===== config.mk =====
export PLATFORM = sky130hd
export DESIGN_NAME = lzss_cfg_regs
export DESIGN_NICKNAME = d
export VERILOG_FILES = /design/src/rtl/lzss_pkg.sv /design/src/rtl/lzss_cfg_regs.sv
export SDC_FILE = /design/constraint.sdc
export NUM_CORES = 1
export LEC_CHECK = 0
export BUFFER_PORTS_ARGS = -buffer_cell sky130_fd_sc_hd__buf_4
export CAP_MARGIN = 0
export CORE_ASPECT_RATIO = 0.8
export CORE_MARGIN = 4
export CORE_UTILIZATION = 46
export CTS_BUF_LIST = sky130_fd_sc_hd__clkbuf_4 sky130_fd_sc_hd__clkbuf_8
export DETAILED_ROUTE_END_ITERATION = 7
export GPL_TIMING_DRIVEN = 1
export PLACE_DENSITY_LB_ADDON = 0.15
export SETUP_SLACK_MARGIN = 0.05
export SLEW_MARGIN = 25
export SYNTH_ARGS = -nofsm -noshare
export SYNTH_HDL_FRONTEND = slang
export SYNTH_SLANG_ARGS = --single-unit

===== constraint.sdc =====
create_clock -name i_clk -period 1.1 [get_ports i_clk]
set_input_delay 0.275 -clock i_clk [delete_from_list [all_inputs] [get_ports i_clk]]
set_output_delay 0.275 -clock i_clk [all_outputs]
set_load 0.02 [all_outputs]

===== src/rtl/lzss_pkg.sv =====
// ============================================================================
// lzss_pkg
// Shared types and codes for the LZSS ring-window decompressor.
// ============================================================================
`default_nettype none

package lzss_pkg;

    // input function codes
    localparam logic [1:0] FUNC_BEGIN = 2'd0;
    localparam logic [1:0] FUNC_BYTE  = 2'd1;
    localparam logic [1:0] FUNC_END   = 2'd2;

    // result kinds
    localparam logic [1:0] KIND_DATA    = 2'd0;
    localparam logic [1:0] KIND_END_OK  = 2'd1;
    localparam logic [1:0] KIND_END_OVF = 2'd2;

    // configuration register indexes
    localparam int CFG_IDX_W = 3;
    localparam logic [CFG_IDX_W-1:0] CFG_WINDOW_LOG2   = 3'd0;
    localparam logic [CFG_IDX_W-1:0] CFG_LOOKAHEAD     = 3'd1;
    localparam logic [CFG_IDX_W-1:0] CFG_HI_SHIFT      = 3'd2;
    localparam logic [CFG_IDX_W-1:0] CFG_POS_HIGH_MASK = 3'd3;
    localparam logic [CFG_IDX_W-1:0] CFG_SIZE_MASK     = 3'd4;
    localparam logic [CFG_IDX_W-1:0] CFG_OUT_LIMIT     = 3'd5;

    localparam int CFG_DATA_W = 24;

    // register reset values
    localparam int WLOG2_RST     = 11;
    localparam int LOOKAHEAD_RST = 33;
    localparam logic [3:0]  HI_SHIFT_RST  = 4'd3;
    localparam logic [7:0]  POS_HMASK_RST = 8'hE0;
    localparam logic [5:0]  SIZE_MASK_RST = 6'h1F;
    localparam logic [23:0] OUT_LIMIT_RST = 24'hFFFFFF;

    // token index value meaning "flag byte expected next"
    localparam logic [3:0] TOK_FLAG = 4'd8;

    typedef struct packed {
        logic [3:0]  window_log2;
        logic [11:0] lookahead;
        logic [3:0]  hi_shift;
        logic [7:0]  pos_high_mask;
        logic [5:0]  size_mask;
        logic [23:0] out_limit;
    } t_cfg;

    typedef enum logic [1:0] {
        ST_CLEAR,
        ST_IDLE,
        ST_READ,
        ST_COPY
    } t_state;

endpackage

`default_nettype wire


===== src/rtl/lzss_cfg_regs.sv =====
// ============================================================================
// lzss_cfg_regs
// Configuration register file, written through a valid/ready channel.
// ============================================================================
`default_nettype none

module lzss_cfg_regs (
    input  wire logic                               i_clk,
    input  wire logic                               i_rst_n,
    input  wire logic                               i_valid,
    input  wire logic [lzss_pkg::CFG_IDX_W-1:0]     i_index,
    input  wire logic [lzss_pkg::CFG_DATA_W-1:0]    i_data,
    output logic                                    o_ready,
    output lzss_pkg::t_cfg                          o_cfg
);

    lzss_pkg::t_cfg r_cfg;

    assign o_ready = 1'b1;
    assign o_cfg   = r_cfg;

    always_ff @(posedge i_clk) begin
        if (!i_rst_n) begin
            r_cfg.window_log2   <= 4'(lzss_pkg::WLOG2_RST);
            r_cfg.lookahead     <= 12'(lzss_pkg::LOOKAHEAD_RST);
            r_cfg.hi_shift      <= lzss_pkg::HI_SHIFT_RST;
            r_cfg.pos_high_mask <= lzss_pkg::POS_HMASK_RST;
            r_cfg.size_mask     <= lzss_pkg::SIZE_MASK_RST;
            r_cfg.out_limit     <= lzss_pkg::OUT_LIMIT_RST;
        end else if (i_valid && o_ready) begin
            case (i_index)
                lzss_pkg::CFG_WINDOW_LOG2:   r_cfg.window_log2   <= i_data[3:0];
                lzss_pkg::CFG_LOOKAHEAD:     r_cfg.lookahead     <= i_data[11:0];
                lzss_pkg::CFG_HI_SHIFT:      r_cfg.hi_shift      <= i_data[3:0];
                lzss_pkg::CFG_POS_HIGH_MASK: r_cfg.pos_high_mask <= i_data[7:0];
                lzss_pkg::CFG_SIZE_MASK:     r_cfg.size_mask     <= i_data[5:0];
                lzss_pkg::CFG_OUT_LIMIT:     r_cfg.out_limit     <= i_data[23:0];
                default: ;
            endcase
        end
    end

endmodule

`default_nettype wire


==> impl_metrics.toml, run 1 <==
[clocking]
worstSkewPairLatency_ps = 330
ctsHoldBuffers = 0
cts.sinks = 58
numCtsBuffers = 9
clock_path_buffers = 2
htreeDepth = 3
tritoncts = "yes"
root_buffer = "clkbuf_8"
clk_pin_slew_ps = 60

[pwr]
p_leak_uw = 0.001623
p_per_area_mw_per_mm2 = 1182
swShare_pct = 24.47
clockPowerShare_pct = 39.1
p_int_uw = 3400
peakVddDrop_v = 0.001148
seq_power_share_pct = 48.7
p_total_uw = 4501
pwr-share-comb_pct = 12.2
switchingPower_uw = 1102

[layout]
post-route-util_pct = 74.77
final_area_mm2 = 0.003809
areaGrowthSynthToFinish_pct = 55.15
final_common_cell = "nor2b_1"
layout_common_cells = "nor2b_1 (63), mux2i_1 (58), dfxtp_2 (58), buf_6 (58), buf_4 (54)"
largest_reg_flops = 58
n_antenna_cell = 0
nets = 377
drive_above_1_share_pct = 54.13

[worst_setup_path]
crit_fanout = 2
critPathArrivalTime_ps = 810
crit_path_end_kind = "output pin"
path_cells = "buf_6"
r2r-start = "o_cfg[35]"
crit_family = "flip-flops"
critical_path_class = "flop to output pin"
cp-startpoint = "o_cfg[29]"
startpoint_type = "flop"
worst-r2r-setup-slack_ps = 250
slowest_delay_ps = 350
path_buf_inv = 1
critPathSlowestCell = "dfxtp_2"
crit_required_ps = 820

[yosys]
syn_nets = 271
syn_avg_cell_area_um2 = 10.19
ys_seq_area_share_pct = 47.30
ys_ff_latch = 58
yosysWarnings = 0
synth_cell_types = 14
synthCells = 241
synthesis.area_mm2 = 0.002455

[global_routing]
grt_pass1_wl_mm = 10.11
antenna_found_initial = 0
grt_max_degree = 49
globalRouteTotalUtil_pct = 20.49
grt-ovfl-total = 0
first_global_vias = 2050

[route]
ant_nets = 0
dr.pass1.iters = 4
viasPerCell = 4.835
drc = 0
wl_per_cell_um = 15.11
dr.first_iter.drc_count = 37
via_count = 1997
wl_mm = 6.239

[worst_hold_path]
min-delay-start = "i_data[22]"
hp-class = "input pin to flop"

[sta]
fin_crit_sh_pct = 98.60
setup_viol = 0
skew_ps = 0
min_period_ps = 1085
clock.fmax_mhz = 922.0
drv_slew = 0
grt_setup_unrepaired = "true"
hold_viol = 0

[place]
dpl_cell_area_mm2 = 0.003262
dp_hpwl_mm = 4.303
portBuffers = 87
globalplace.congestion = 0.7284

[die]
ios = 89
fp.dieH_um = 73.34
initial_core_util_pct = 48.19
die_area_mm2 = 0.006577
core_mm2 = 0.005094
die_x_um = 89.68
num_rows = 23

[status]
status = "completed"

[run]
drv_cap = 0
-- worst reg2reg max path: stages (launching register included) --
cell	delay (ps)
dfxtp_2	320
buf_4	120
buf_4	120
nor2b_1	90
mux2i_1	80
-- power groups by stage --
stage          clock network (uW)  logic [uW]  registers (uW)
2_1_floorplan                   0         206            2270
3_3_place_gp                    0         500            2220
3_5_place_dp                    0         508            2220
4_1_cts                      1810         546            2190
5_1_grt                      1900         589            2200
6_report                     1760         550            2190
-- kinds of logic after synthesis --
logic type,synth area share [%]
other,0.1528
multiplexers,23.65
flip-flops,47.30
buffers and inverters,4.026
AND/OR/NAND/NOR,24.87
-- final cells by class --
cell class                      instances  area, um^2
Clock buffer                           12       158.9
Clock inverter                          3       15.01
Fill cell                             367        1285
Multi-Input combinational cell        163        1205
Sequential cell                        58        1234
Tap cell                               62       77.57
Timing Repair Buffer                  115        1119
-- routing by layer --
layer	part of all wire, %	global-route usage, %	vias up
met2	46	32.79	51
met4	1.2	5.455	0
met1	46	24.98	933
li1	-	-	1004
met3	6.9	9.193	9
met5	0	0	-
-- cells in the mapped netlist --
| cell | instances | share of area, % |
|---|---|---|
| nand4bb_1 | 2 | 0.92 |
| buf_6 | 1 | 0.46 |
| mux2i_1 | 58 | 24 |
| conb_1 | 1 | 0.15 |
| clkbuf_1 | 10 | 1.5 |
| or4b_1 | 1 | 0.41 |
| buf_2 | 7 | 1.4 |
| dfxtp_1 | 58 | 47 |
| nand2_1 | 31 | 4.7 |
| and4b_1 | 2 | 0.82 |
| nor2b_1 | 63 | 16 |
| nor4bb_1 | 3 | 1.2 |
| buf_4 | 2 | 0.61 |
| nand4b_1 | 2 | 0.71 |
-- worst paths after layout --
path                             endpoint  cells past startpoint
worst max-delay path            o_cfg[29]                      1
worst min-delay path            o_cfg[22]                      3
worst max register to register  o_cfg[35]                      4
worst min register to register  o_cfg[33]                      2
-- what timing repair did --
action | 4_1_cts | 5_1_grt
hold endpoints to repair | 0 | 0
setup endpoints to repair | 58 | 58
gates resized for setup | 116 | 0
gates cloned | 0 | 0
setup buffers | 6 | 5
-- metrics by stage --
step | std cells | setup slack (ps) | TNS, ps | hold slack, ps
3_3_place_gp | 387 | -168.5 | -4752 | 444.3
4_1_cts | 408 | 7.893 | 0 | 182.1
3_5_place_dp | 387 | -174.9 | -5585 | 447.0
2_1_floorplan | 241 | -58.24 | -214.9 | 417.2
5_1_grt | 413 | -12.60 | -43.95 | 191.7
6_report | 413 | 15.40 | 0 | 193.3
(Power assumes the default switching activity.)
==> run 2: changes to the inputs <==
Settings changed: PLACE_DENSITY set to 0.82, PLACE_DENSITY_LB_ADDON 0.15 to unset.
==> run 2 against run 1 <==
Combinational power decreased by 1%. Global-route usage is 1.1 points lower. Count of clock-buffer cells in the layout rose by 2. Critical path depth unchanged. Non-clock buffer count is 5 lower. First-iteration DRC count increased by 49%. Die area stayed put. Maximum frequency increased by 1.3%. Utilization fell by 0.42 points. Routed wire length is 6.2% lower. Total power grew 1.3%. Critical path type unchanged. Largest cell class unchanged.
==> impl_metrics.toml, run 2 (synthesis results as in run 1) <==
[layout]
final_area_mm2 = 0.003787
n_antenna_cell = 0
nets = 372
register_area_mm2 = 0.001234
post-route-util_pct = 74.36
layout_common_cells = "nor2b_1 (63), mux2i_1 (58), dfxtp_2 (58), buf_6 (58), buf_4 (49)"
largest_reg_flops = 58
drive_above_1_share_pct = 53.60
areaGrowthSynthToFinish_pct = 54.28
n_fill_cell = 369
multi_input_area_mm2 = 0.001205
final_common_cell = "nor2b_1"

[die]
core_mm2 = 0.005094
initial_core_util_pct = 48.19
fp.dieH_um = 73.34
die_area_mm2 = 0.006577
ios = 89
die_x_um = 89.68
num_rows = 23

[worst_setup_path]
startpoint_type = "flop"
slowest_delay_ps = 350
critPathSlowestCell = "dfxtp_2"
r2r-start = "o_cfg[30]"
path_cells = "buf_6"
crit_fanout = 2
critPathArrivalTime_ps = 800
path_buf_inv = 1
cp_num_cells = 1
crit_required_ps = 820
crit_path_end_kind = "output pin"
critical_path_class = "flop to output pin"
worst-r2r-setup-slack_ps = 300
r2r_end = "o_cfg[30]"
crit_family = "flip-flops"
rr_worst_depth = 4

[global_routing]
grt-ovfl-total = 0
globalRouteTotalUtil_pct = 19.39
first_global_vias = 2036
grt_max_degree = 34
grt_pass1_wl_mm = 9.577
antenna_found_initial = 0

[sta]
drv_slew = 0
final.setup.worst_slack_ps = 29.83
finalSetupTns_ps = 0
grt_setup_unrepaired = "true"
fin_crit_sh_pct = 97.29
min_period_ps = 1070
skew_ps = 0
whs_ps = 199.4
clock.fmax_mhz = 934.4
setup_viol = 0
hold_viol = 0

[clocking]
htreeDepth = 3
cts.sinks = 58
worstSkewPairLatency_ps = 330
clk_pin_slew_ps = 60
numCtsBuffers = 9
clock_path_buffers = 2
root_buffer = "clkbuf_8"
tritoncts = "yes"

[place]
globalplace.congestion = 0.7273
portBuffers = 87
place_ws_ps = -193.3
dp_hpwl_mm = 4.181
dpl_cell_area_mm2 = 0.003262

[route]
viasPerCell = 4.726
dr.first_iter.drc_count = 55
drc = 0
ant_nets = 0
via_count = 1933
dr.pass1.iters = 4
wl_per_cell_um = 14.31
wl_mm = 5.851

[worst_hold_path]
whs_endpoint = "o_cfg[53]"
hp-class = "input pin to flop"
min-delay-start = "i_data[11]"
holdPathStages = 3

[pwr]
peakVddDrop_v = 0.0007830
p_leak_uw = 0.001610
p_per_area_mw_per_mm2 = 1204

[run]
drv_cap = 0

[status]
status = "completed"
==> run 2: repair_timing <==
| item | 4_1_cts | 5_1_grt |
|---|---|---|
| gates resized for setup | 116 | 0 |
| setup endpoints to repair | 58 | 58 |
| cloned | 0 | 0 |
| buffers inserted | 3 | 3 |
| hold buffers | 0 | 0 |
==> run 2: final cells by class <==
type,count,area share (%)
sequential,58,32.57
multi-input combinational,163,31.81
timing repair buffer,110,28.54
clock buffer,14,4.757
tap,62,2.048
clock inverter,2,0.2643
==> run 2: per-layer routing <==
layer	global-route usage (%)	up-vias	share of wire [%]
met5	0	-	0
met3	8.296	5	7.4
li1	-	991	-
met1	23.69	880	44
met4	6.942	0	0.94
met2	30.36	57	47
==> run 2: report_power, final <==
part           internal, uW  switching [uW]  total [uW]
logic                   301             242         543
clock network          1050             781        1830
registers              2160            35.0        2190
==> run 2: how the worst max path moves through the flow <==
stage	start	end	slack, ps
6_report	o_cfg[28]	o_cfg[28]	30
5_1_grt	o_cfg[50]	o_cfg[50]	-10
4_1_cts	o_cfg[57]	o_cfg[57]	10
3_5_place_dp	i_index[1]	o_cfg[28]	-190
3_3_place_gp	i_index[1]	o_cfg[57]	-160
2_1_floorplan	i_index[1]	o_cfg[54]	-60
==> run 2: per-stage QoR <==
stage	instances	power, uW
CTS	406	4606
finish	409	4561
global placement	387	2722
detailed placement	387	2729
global route	409	4759
floorplan	241	2481
==> run 3: changes to the inputs <==
Settings changed: CORE_UTILIZATION 46 to 40, PLACE_DENSITY 0.82 to 0.73.
==> run 3 against run 2 <==
Global-route usage decreased by 2.1 points. Register-to-register slack about the same. First-iteration DRC count unchanged. Non-clock buffer count increased by 7. Clock power decreased by 5%.
==> impl_metrics.toml, run 3 (synthesis results as in run 1) <==
[route]
ant_nets = 0
dr.first_iter.drc_count = 55
top_layer = "met4"
wirelength_met1_mm = 2.818
dr.pass1.iters = 4
wl_met2_mm = 2.874
drc = 0
wl_mm = 6.138
wl_per_cell_um = 14.14
viasPerCell = 4.641
wl_met3_um = 345
via_count = 2014

[place]
placed_cells = 410
dpl_cell_area_mm2 = 0.003328
place_ws_ps = -163.8
portBuffers = 87
dp_hpwl_mm = 4.352
globalplace.congestion = 0.7602

[sta]
skew_ps = 0
whs_ps = 207.2
setup_viol = 0
final.setup.worst_slack_ps = 31.61
min_period_ps = 1068
hold_viol = 0
drv_slew = 0
grt_setup_unrepaired = "true"
fin_crit_sh_pct = 97.13
clock.fmax_mhz = 936.0

[worst_setup_path]
critPathSlowestCell = "dfxtp_2"
slowest_delay_ps = 350
rr_worst_depth = 3
worst-r2r-setup-slack_ps = 310
r2r-start = "o_cfg[25]"
path_cells = "buf_6"
crit_fanout = 2
r2r_end = "o_cfg[25]"
critical_path_class = "flop to output pin"
crit_required_ps = 820
critPathArrivalTime_ps = 790
startpoint_type = "flop"
path_buf_inv = 1
crit_family = "flip-flops"
crit_path_end_kind = "output pin"

[die]
fp.dieH_um = 78.07
num_rows = 25
die_area_mm2 = 0.007462
ios = 89
initial_core_util_pct = 41.31
core_mm2 = 0.005943
die_x_um = 95.59

[worst_hold_path]
whs_endpoint = "o_cfg[51]"
holdPathStages = 3
min-delay-start = "i_data[9]"
hp-class = "input pin to flop"

[global_routing]
first_global_vias = 2089
grt-ovfl-total = 0
globalRouteTotalUtil_pct = 17.24
grt_pass1_wl_mm = 9.991
antenna_found_initial = 0
grt_max_degree = 36

[clocking]
clock_path_buffers = 2
htreeDepth = 3
cts.sinks = 58
tritoncts = "yes"
worstSkewPairLatency_ps = 320
root_buffer = "clkbuf_8"
numCtsBuffers = 9
clk_pin_slew_ps = 60

[run]
drv_cap = 0

[layout]
areaGrowthSynthToFinish_pct = 57.24
nets = 379
finalNonFillerCells = 434
drive_above_1_share_pct = 54.39
largest_reg_flops = 58
final_common_cell = "nor2b_1"
layout_common_cells = "nor2b_1 (63), mux2i_1 (58), dfxtp_2 (58), buf_6 (58), buf_4 (55)"
n_antenna_cell = 0
final_area_mm2 = 0.003860

[pwr]
peakVddDrop_v = 0.0008416
p_per_area_mw_per_mm2 = 1161
p_leak_uw = 0.001640

[status]
status = "completed"
run 3: cell types whose count changed in the layout (fill, tap and decap cells not counted), sizes merged:
cell    change
buf         +7
clkbuf      -2
clkinv      +1
run 3: worst reg2reg max path, cell delays in order (launching register included):
cell	delay [ps]
dfxtp_2	320
buf_4	130
nor2b_1	130
mux2i_1	90
run 3: power by group:
part / switching (uW) / internal, uW / total, uW
combinational: 250 / 315 / 565
sequential: 35.0 / 2160 / 2190
clock: 785 / 941 / 1730
total: 1070 / 3410 / 4480
run 3: what timing repair did:
action	CTS	global route
buffers inserted	6	3
endpoints found under the setup margin	58	58
pin swaps	0	0
hold buffers	0	0
gates resized for setup	116	0
run 3: per-layer routing:
metal	vias up	GRT usage, %
li1	1006	-
met5	-	0
met1	949	22.34
met4	0	5.398
met3	9	6.418
met2	50	26.51
run 3: cell type report:
cell class	count	area, um^2
clock inverter	3	15.01
clock buffer	12	158.9
tap	81	101.3
timing repair buffer	117	1146
fill	483	2083
sequential	58	1234
multi-input combinational	163	1205
run 3: worst max-delay path by stage:
stage / start / to / slack, ps / cells after the start
2_1_floorplan: i_index[1] / o_cfg[54] / -60 / 3
3_3_place_gp: i_index[1] / o_cfg[57] / -160 / 3
3_5_place_dp: i_index[1] / o_cfg[57] / -160 / 3
4_1_cts: o_cfg[55] / o_cfg[55] / 10 / 1
5_1_grt: o_cfg[28] / o_cfg[28] / -6 / 1
6_report: o_cfg[28] / o_cfg[28] / 30 / 1
run 3: per-stage QoR:
step / utilization (%) / TNS [ps] / power [uW]
2_1_floorplan: - / -214.9 / 2481
3_3_place_gp: 56.00 / -4287 / 2736
4_1_cts: 64.57 / 0 / 4563
3_5_place_dp: 56.00 / -5058 / 2747
6_report: 64.95 / 0 / 4483
5_1_grt: 64.95 / -34.64 / 4707
